`src/rtl/core/imufp_pkg.sv`:
```
package imufp_pkg;

	localparam logic [7:0] HEAD0_BYTE = 8'hA5;
	localparam logic [7:0] HEAD1_BYTE = 8'h5A;
	localparam logic [7:0] TAIL_BYTE  = 8'hAA;

	localparam logic [5:0] POS_HEAD0     = 6'd0;
	localparam logic [5:0] POS_HEAD1     = 6'd1;
	localparam logic [5:0] POS_BODY_LAST = 6'd37;
	localparam logic [5:0] POS_CHECK     = 6'd38;
	localparam logic [5:0] POS_TAIL      = 6'd39;
	localparam logic [5:0] PAY_FIRST     = 6'd3;
	localparam logic [5:0] PAY_LAST      = 6'd20;

	localparam int PAY_COUNT = 18;
	localparam int PAY_IDX_W = $clog2(PAY_COUNT);
	localparam int NUM_WORDS = 9;

	localparam int ACCEL_SHIFT = 14;

	// floor(x/164) for x < 2^19: q_est = (x * RATE_RECIP) >> RATE_SHIFT is q or q-1
	localparam int RATE_X_W     = 19;
	localparam int RATE_Q_W     = 11;
	localparam int RATE_SHIFT   = 24;
	localparam int RATE_RECIP_W = 17;
	localparam int RATE_PROD_W  = RATE_X_W + RATE_RECIP_W;
	localparam logic [RATE_RECIP_W-1:0] RATE_RECIP = RATE_RECIP_W'((1 << RATE_SHIFT) / 164);
	localparam logic [RATE_X_W-1:0]     RATE_DEN   = RATE_X_W'(164);

	typedef struct packed {
		logic [NUM_WORDS-1:0][15:0] words;
	} frame_t;

	typedef struct packed {
		logic signed [15:0] yaw;
		logic signed [15:0] pitch;
		logic signed [15:0] roll;
		logic signed [2:0]  accel_x;
		logic signed [2:0]  accel_y;
		logic signed [2:0]  accel_z;
		logic signed [11:0] rate_x;
		logic signed [11:0] rate_y;
		logic signed [11:0] rate_z;
	} result_t;

	typedef struct packed {
		logic valid;
	} link_t;

endpackage

```
`src/rtl/core/imu_frame_parser.sv`:
```
// Channel   Direction  Handshake         Payload
// request   in         push / full       rx_byte
// result    out        pop / empty       yaw, pitch, roll, accel_x/y/z, rate_x/y/z
//
// One byte per cycle while full is low. After the trailer byte is accepted, a
// result passes the frame queue, one multiply stage and the result queue.
// Reset clears framing position, checksum state, the multiply stage and both queues.
// full rises only while the frame queue is full; a stalled result side
// first fills the result queue, then the frame queue.
module imu_frame_parser
	import imufp_pkg::*;
#(
	parameter int QUEUE_DEPTH = 2
) (
	input  logic               clk,
	input  logic               arst_n,
	input  logic               push,
	output logic               full,
	input  logic [7:0]         rx_byte,
	input  logic               pop,
	output logic               empty,
	output logic signed [15:0] yaw,
	output logic signed [15:0] pitch,
	output logic signed [15:0] roll,
	output logic signed [2:0]  accel_x,
	output logic signed [2:0]  accel_y,
	output logic signed [2:0]  accel_z,
	output logic signed [11:0] rate_x,
	output logic signed [11:0] rate_y,
	output logic signed [11:0] rate_z
);

	logic    accept;
	logic    frame_push;
	frame_t  frame_in;
	frame_t  frame_out;
	logic    mid_empty;
	link_t   mid_link;
	logic    mid_pop;
	logic    res_full;
	logic    res_push;
	result_t res_in;
	result_t res_out;

	assign accept = push && !full;

	imufp_front u_front (
		.clk        (clk),
		.arst_n     (arst_n),
		.accept     (accept),
		.rx_byte    (rx_byte),
		.frame_push (frame_push),
		.frame      (frame_in)
	);

	imufp_fifo #(
		.WIDTH ($bits(frame_t)),
		.DEPTH (QUEUE_DEPTH)
	) u_frame_q (
		.clk     (clk),
		.arst_n  (arst_n),
		.wr_en   (frame_push),
		.wr_data (frame_in),
		.full    (full),
		.rd_en   (mid_pop),
		.rd_data (frame_out),
		.empty   (mid_empty)
	);

	assign mid_link.valid = !mid_empty;

	imufp_back u_back (
		.clk      (clk),
		.arst_n   (arst_n),
		.in_link  (mid_link),
		.in_pop   (mid_pop),
		.frame    (frame_out),
		.out_full (res_full),
		.out_push (res_push),
		.result   (res_in)
	);

	imufp_fifo #(
		.WIDTH ($bits(result_t)),
		.DEPTH (QUEUE_DEPTH)
	) u_result_q (
		.clk     (clk),
		.arst_n  (arst_n),
		.wr_en   (res_push),
		.wr_data (res_in),
		.full    (res_full),
		.rd_en   (pop),
		.rd_data (res_out),
		.empty   (empty)
	);

	assign yaw     = res_out.yaw;
	assign pitch   = res_out.pitch;
	assign roll    = res_out.roll;
	assign accel_x = res_out.accel_x;
	assign accel_y = res_out.accel_y;
	assign accel_z = res_out.accel_z;
	assign rate_x  = res_out.rate_x;
	assign rate_y  = res_out.rate_y;
	assign rate_z  = res_out.rate_z;

endmodule

```
`src/rtl/core/imufp_fifo.sv`:
```
module imufp_fifo #(
	parameter int WIDTH = 8,
	parameter int DEPTH = 2
) (
	input  logic             clk,
	input  logic             arst_n,
	input  logic             wr_en,
	input  logic [WIDTH-1:0] wr_data,
	output logic             full,
	input  logic             rd_en,
	output logic [WIDTH-1:0] rd_data,
	output logic             empty
);

	localparam int PTR_W = $clog2(DEPTH);
	localparam int CNT_W = $clog2(DEPTH + 1);
	localparam logic [PTR_W-1:0] PTR_LAST = PTR_W'(DEPTH - 1);
	localparam logic [CNT_W-1:0] CNT_FULL = CNT_W'(DEPTH);

	logic [WIDTH-1:0] mem_q [DEPTH];
	logic [PTR_W-1:0] wr_ptr_q;
	logic [PTR_W-1:0] rd_ptr_q;
	logic [CNT_W-1:0] count_q;
	logic             do_wr;
	logic             do_rd;

	assign full    = (count_q == CNT_FULL);
	assign empty   = (count_q == '0);
	assign do_wr   = wr_en && !full;
	assign do_rd   = rd_en && !empty;
	assign rd_data = mem_q[rd_ptr_q];

	always_ff @(posedge clk) begin
		if (do_wr) begin
			mem_q[wr_ptr_q] <= wr_data;
		end
	end

	always_ff @(posedge clk or negedge arst_n) begin
		if (!arst_n) begin
			wr_ptr_q <= '0;
			rd_ptr_q <= '0;
			count_q  <= '0;
		end else begin
			if (do_wr) begin
				wr_ptr_q <= (wr_ptr_q == PTR_LAST) ? '0 : wr_ptr_q + PTR_W'(1);
			end
			if (do_rd) begin
				rd_ptr_q <= (rd_ptr_q == PTR_LAST) ? '0 : rd_ptr_q + PTR_W'(1);
			end
			if (do_wr && !do_rd) begin
				count_q <= count_q + CNT_W'(1);
			end else if (do_rd && !do_wr) begin
				count_q <= count_q - CNT_W'(1);
			end
		end
	end

endmodule

```
`src/rtl/core/imufp_front.sv`:
```
module imufp_front
	import imufp_pkg::*;
(
	input  logic   clk,
	input  logic   arst_n,
	input  logic   accept,
	input  logic   [7:0] rx_byte,
	output logic   frame_push,
	output frame_t frame
);

	logic [5:0]           pos_q;
	logic [7:0]           sum_q;
	logic                 sum_ok_q;
	logic [7:0]           pay_q [PAY_COUNT];
	logic [PAY_IDX_W-1:0] pay_idx;

	assign pay_idx = PAY_IDX_W'(pos_q - PAY_FIRST);

	always_comb begin
		for (int j = 0; j < NUM_WORDS; j++) begin
			frame.words[j] = {pay_q[2*j], pay_q[2*j+1]};
		end
	end

	assign frame_push = accept && (pos_q >= POS_TAIL) && (rx_byte == TAIL_BYTE) && sum_ok_q;

	always_ff @(posedge clk) begin
		if (accept && (pos_q >= PAY_FIRST) && (pos_q <= PAY_LAST)) begin
			pay_q[pay_idx] <= rx_byte;
		end
	end

	always_ff @(posedge clk or negedge arst_n) begin
		if (!arst_n) begin
			pos_q    <= POS_HEAD0;
			sum_q    <= '0;
			sum_ok_q <= 1'b0;
		end else if (accept) begin
			if (pos_q == POS_HEAD0) begin
				if (rx_byte == HEAD0_BYTE) begin
					pos_q <= POS_HEAD1;
				end
			end else if (pos_q == POS_HEAD1) begin
				if (rx_byte == HEAD1_BYTE) begin
					pos_q <= pos_q + 6'd1;
					sum_q <= '0;
				end else begin
					pos_q <= POS_HEAD0;
				end
			end else if (pos_q <= POS_BODY_LAST) begin
				sum_q <= sum_q + rx_byte;
				pos_q <= pos_q + 6'd1;
			end else if (pos_q == POS_CHECK) begin
				sum_ok_q <= (rx_byte == sum_q);
				pos_q    <= POS_TAIL;
			end else if (rx_byte != TAIL_BYTE) begin
				pos_q <= POS_HEAD1;
			end else begin
				pos_q <= POS_HEAD0;
			end
		end
	end

endmodule

```
`src/rtl/core/imufp_back.sv`:
```
module imufp_back
	import imufp_pkg::*;
(
	input  logic    clk,
	input  logic    arst_n,
	input  link_t   in_link,
	output logic    in_pop,
	input  frame_t  frame,
	input  logic    out_full,
	output logic    out_push,
	output result_t result
);

	logic                    v_s1;
	logic [15:0]             ang_s1  [3];
	logic [1:0]              acc_s1  [3];
	logic [RATE_X_W-1:0]     x_s1    [3];
	logic [RATE_Q_W-1:0]     qe_s1   [3];
	logic [RATE_X_W-1:0]     x_in    [3];
	logic [RATE_PROD_W-1:0]  prod_in [3];
	logic [RATE_Q_W-1:0]     q_fix   [3];
	logic [RATE_X_W-1:0]     rem     [3];
	logic                    adv;

	assign out_push = v_s1 && !out_full;
	assign adv      = !v_s1 || !out_full;
	assign in_pop   = in_link.valid && adv;

	always_comb begin
		for (int j = 0; j < 3; j++) begin
			x_in[j]    = {1'b0, frame.words[6+j], 2'b00} + RATE_X_W'(frame.words[6+j]);
			prod_in[j] = RATE_PROD_W'(x_in[j]) * RATE_PROD_W'(RATE_RECIP);
		end
	end

	always_ff @(posedge clk) begin
		if (in_pop) begin
			for (int j = 0; j < 3; j++) begin
				ang_s1[j] <= frame.words[j];
				acc_s1[j] <= frame.words[3+j][15:ACCEL_SHIFT];
				x_s1[j]   <= x_in[j];
				qe_s1[j]  <= prod_in[j][RATE_SHIFT +: RATE_Q_W];
			end
		end
	end

	always_ff @(posedge clk or negedge arst_n) begin
		if (!arst_n) begin
			v_s1 <= 1'b0;
		end else if (adv) begin
			v_s1 <= in_link.valid;
		end
	end

	always_comb begin
		for (int j = 0; j < 3; j++) begin
			rem[j]   = x_s1[j] - RATE_X_W'(qe_s1[j]) * RATE_DEN;
			q_fix[j] = qe_s1[j] + RATE_Q_W'(rem[j] >= RATE_DEN);
		end
		result.yaw     = -ang_s1[0];
		result.pitch   = -ang_s1[1];
		result.roll    = -ang_s1[2];
		result.accel_x = -{1'b0, acc_s1[0]};
		result.accel_y = -{1'b0, acc_s1[1]};
		result.accel_z = -{1'b0, acc_s1[2]};
		result.rate_x  = -{1'b0, q_fix[0]};
		result.rate_y  = -{1'b0, q_fix[1]};
		result.rate_z  = -{1'b0, q_fix[2]};
	end

endmodule

```
`config.mk`:
```
export PLATFORM = sky130hd
export DESIGN_NAME = imu_frame_parser
export DESIGN_NICKNAME = d
export VERILOG_FILES = /design/src/rtl/core/imufp_pkg.sv /design/src/rtl/core/imu_frame_parser.sv /design/src/rtl/core/imufp_fifo.sv /design/src/rtl/core/imufp_front.sv /design/src/rtl/core/imufp_back.sv
export SDC_FILE = /design/constraint.sdc
export NUM_CORES = 2
export LEC_CHECK = 0
export BUFFER_PORTS_ARGS = -buffer_cell sky130_fd_sc_hd__buf_4
export CAP_MARGIN = 5
export CORE_ASPECT_RATIO = 2
export CORE_UTILIZATION = 65
export CTS_BUF_LIST = sky130_fd_sc_hd__clkbuf_2 sky130_fd_sc_hd__clkbuf_4 sky130_fd_sc_hd__clkbuf_8
export CTS_CLUSTER_DIAMETER = 200
export DETAILED_ROUTE_END_ITERATION = 6
export PLACE_DENSITY = 0.84
export SYNTH_ARGS = -nofsm -noshare
export SYNTH_HDL_FRONTEND = slang
export SYNTH_SLANG_ARGS = --single-unit
```
`constraint.sdc`:
```
create_clock -name clk -period 20.7 [get_ports clk]
set_clock_uncertainty 0.1 [all_clocks]
set_input_delay 2.07 -clock clk [delete_from_list [all_inputs] [get_ports clk]]
set_output_delay 2.07 -clock clk [all_outputs]
set_load 0.02 [all_outputs]
```
==> results.ini <==
[cells_and_area]
multiInputGateArea_um2=24810
nFillCells=4843
drive_gt1_frac=0.1230
nets=4994
final_common_cell=sky130_fd_sc_hd__inv_1
layout_common_cells=715 x sky130_fd_sc_hd__inv_1, 630 x sky130_fd_sc_hd__ha_1, 630 x sky130_fd_sc_hd__edfxtp_1
areaGrowthSynthToFinish_pct=8.327
area.sequential_um2=19530

[setup_path]
endpoint_kind=register
critical_path.max_fanout=52
critical_path_class=reg2reg
crit_arrival_ns=11.22
startpoint_class=register
worst_path_largest_cell_delay_ns=0.90
required_ns=21.09
slowest_stage=sky130_fd_sc_hd__dfrtp_4

[status]
status=complete, but fails checks
violations=design-rule violations

[sta]
maxClockFrequency_mhz=92.31
timing.hold.ws_ns=0.3182
total_negative_setup_slack_ns=0
setup-violations-final=0
worst_slew_pin_slew_ns=1.146
final-hold-violation-count=0
layout_min_cycle_time_ns=10.83
rsz_0062_raised_after_global_routing=false
timing.slew.headroom=0.2302
post_route_fraction_of_the_period_consumed_by_the_critical_path=0.5233
maxSlewViolCount=0

[synth]
synth_compound_area_frac=0.06254
synth_top_family_by_area=adder cells
ys_top_cells_by_area=sky130_fd_sc_hd__edfxtp_1 40%, sky130_fd_sc_hd__ha_1 17%, sky130_fd_sc_hd__fa_1 14%
synthDominantAreaCellType=sky130_fd_sc_hd__edfxtp_1
synth-xor-area-share=0.04550
synth_top_cell_area_share=0.4013
synthesis.area_per_instance_um2=12.35
synthesized_area_um2=47140
yosys-mux-area-fraction=0.04924
synth-seq-cells=654
mappedNetlistNets=4800
synth_simple_gate_area_frac=0.05699
synth_sequential_area_ratio=0.4141
yosys.area_share.adder=0.3116
synthArstFlopShare=0.03670
syn_inst=3818
synth_flop_cell=sky130_fd_sc_hd__edfxtp_1
synth_enable_flop_cells=630
ys.warnings.count=0
synth.distinct_cells=74

[floorplanning]
fp.dieW_um=192.4
die_area_um2=73670
start_util=0.6563
die_height_um=382.8
io_pins=107
core_area_um2=71830
floorplan.rows=139

[cts]
ctsRootBufferMaster=sky130_fd_sc_hd__clkbuf_8
htree_num_levels=3
clock_latency_ns=0.78
clk_pin_slew_ns=0.07
cts.path.max_buffers=3
post_cts.repair.setup_buffers=0
clock_sinks=654
post_cts_hold_buffer_count=0
tritoncts=yes
cts_buffers=87
cts-resized-gates=0

[detailed_routing]
vias_per_cell=5.903
final_antenna_net_count=0
wl_per_cell_um=20.92
detailedRoute.firstPassIterationCount=7
drt_wl_total_mm=104.5
drtIter0Drc=1459
detail_route.drc_violations=22
detailroute.via_count=29500

[grt]
grt_pass1_wl_mm=163.4
maximum_number_of_pins_on_one_net_before_global_route_repair=80
grt_antenna_before_repair=1
grtUsageTotal=0.2956
grt_pass1_vias=32430
globalRouteOverflowTotal=0

[pwr]
power_density_nw_per_um2=155.0
worst_ir_drop_vdd_mv=0.1810
static-leakage-power_nw=22.17

[placement]
dp_hpwl_mm=80.47
port_buffers=106
gp_congestion=0.9852

[job]
maxCapViolCount=0

[min_path]
worstHoldPathType=reg2reg

==> power breakdown <==
group	switching (mW)	total (mW)	internal, mW
combinational	2.88	5.01	2.13
sequential	0.203	1.89	1.69
clock	0.506	1.02	0.513
==> sequential cells by signal, summed over array words and instances, names as in the netlist <==
signal and flops:
u_back.v_s1 1, u_result_q.mem_q 186, u_result_q.rd_ptr_q 1, u_back.ang_s1 48
u_frame_q.mem_q 204, u_front.sum_q 8, u_frame_q.wr_ptr_q 1, u_back.qe_s1 33
u_back.acc_s1 6, u_frame_q.rd_ptr_q 1, u_front.pay_q 102, u_result_q.wr_ptr_q 1
u_frame_q.count_q 2, u_front.pos_q 6, u_result_q.count_q 2, u_back.x_s1 51
u_front.sum_ok_q 1
==> logic make-up after synthesis <==
kind of cell    count (synthesis)
mux                           208
fa+ha+maj                     970
xor+xnor                      244
flops                         654
buf+inv                       754
simple gates                  540
compound gates                448
==> stage by stage <==
step / worst slack [ns] / power [mW] / cells / utilization / instance area [um2]
3_5_place_dp: 9.933 / 6.818 / 4839 / 0.6857 / 49250
2_1_floorplan: 11.23 / 5.659 / 3818 / - / 47140
3_3_place_gp: 10.24 / 6.714 / 4839 / 0.6857 / 49250
4_1_cts: 9.928 / 7.872 / 4997 / 0.7109 / 51060
6_report: 9.867 / 7.915 / 4998 / 0.7109 / 51060
5_1_grt: 9.302 / 8.555 / 4998 / 0.7109 / 51060
==> critical path: cells and delay by family, from the launching register on <==
| family | cells | cell delay (ns) |
|---|---|---|
| buffers and inverters | 7 | 1.27 |
| DFF | 1 | 0.90 |
| and+or+nand+nor | 2 | 0.25 |
| xor gates and xnor gates | 2 | 0.68 |
| AOI/OAI and AO/OA | 11 | 3.00 |
| muxes | 1 | 0.51 |
| adders and majority gates | 9 | 3.80 |
==> cell type report <==
type                       count  area share
clock inverter                54    0.009385
inverter                     716     0.05273
timing repair buffer         143     0.02102
multi-input combinational   2410      0.4859
sequential                   654      0.3824
tap                          916     0.02244
clock buffer                 104     0.02607
antenna                        1  0.00004901
==> path summary, 6_finish.rpt <==
| check | cells past startpoint | to | startpoint | slack [ns] |
|---|---|---|---|---|
| worst min-delay path | 0 | u_frame_q.mem_q[1][38]$_DFFE_PP_ | u_front.pay_q[5][6]$_DFFE_PP_ | 0.32 |
| max in group asynchronous | 1 | u_frame_q.rd_ptr_q$_DFFE_PN0P_ | arst_n | 19.07 |
| worst max register to register | 32 | u_back.qe_s1[0][10]$_DFFE_PP_ | u_frame_q.rd_ptr_q$_DFFE_PN0P_ | 9.87 |
| worst max-delay path | 32 | u_back.qe_s1[0][10]$_DFFE_PP_ | u_frame_q.rd_ptr_q$_DFFE_PN0P_ | 9.87 |
| min in group asynchronous | 1 | u_front.pos_q[0]$_DFFE_PN0P_ | arst_n | 1.13 |
| worst min register to register | 0 | u_frame_q.mem_q[1][38]$_DFFE_PP_ | u_front.pay_q[5][6]$_DFFE_PP_ | 0.32 |
==> routing by layer <==
| layer | routed length (um) | vias up | track usage |
|---|---|---|---|
| li1 | - | 13630 | - |
| met1 | 33210 | 14620 | 0.2708 |
| met2 | 58760 | 837 | 0.5645 |
| met3 | 4135 | 414 | 0.04482 |
| met4 | 8427 | 0 | 0.2267 |
| met5 | 0 | - | 0 |
==> synth_stat cells, types with 7 or more instances <==
cell and number:
sky130_fd_sc_hd__dfrtp_1 24, sky130_fd_sc_hd__nor3_1 62, sky130_fd_sc_hd__clkbuf_1 32, sky130_fd_sc_hd__inv_1 716, sky130_fd_sc_hd__o21a_1 22, sky130_fd_sc_hd__o211ai_1 18
sky130_fd_sc_hd__fa_1 340, sky130_fd_sc_hd__a31oi_1 18, sky130_fd_sc_hd__nor2_1 146, sky130_fd_sc_hd__xnor2_1 167, sky130_fd_sc_hd__nand3b_1 9, sky130_fd_sc_hd__xor2_1 76
sky130_fd_sc_hd__or3_1 19, sky130_fd_sc_hd__o31ai_1 13, sky130_fd_sc_hd__or2_2 8, sky130_fd_sc_hd__nand4_1 18, sky130_fd_sc_hd__mux2_2 191, sky130_fd_sc_hd__nand2_1 105
sky130_fd_sc_hd__o21bai_1 19, sky130_fd_sc_hd__a21oi_1 118, sky130_fd_sc_hd__nand2b_1 31, sky130_fd_sc_hd__a211oi_1 21, sky130_fd_sc_hd__ha_1 630, sky130_fd_sc_hd__edfxtp_1 630
sky130_fd_sc_hd__o22ai_1 8, sky130_fd_sc_hd__nor4_1 15, sky130_fd_sc_hd__a311oi_1 7, sky130_fd_sc_hd__and2_1 14, sky130_fd_sc_hd__a2111oi_0 7, sky130_fd_sc_hd__o41ai_1 9
sky130_fd_sc_hd__o21ai_0 90, sky130_fd_sc_hd__mux2i_1 17, sky130_fd_sc_hd__nor2b_1 24, sky130_fd_sc_hd__a21o_1 31, sky130_fd_sc_hd__or4_1 7, sky130_fd_sc_hd__and3_1 17
sky130_fd_sc_hd__nand3_1 45
No activity file was read; power rests on OpenSTA's default activity.
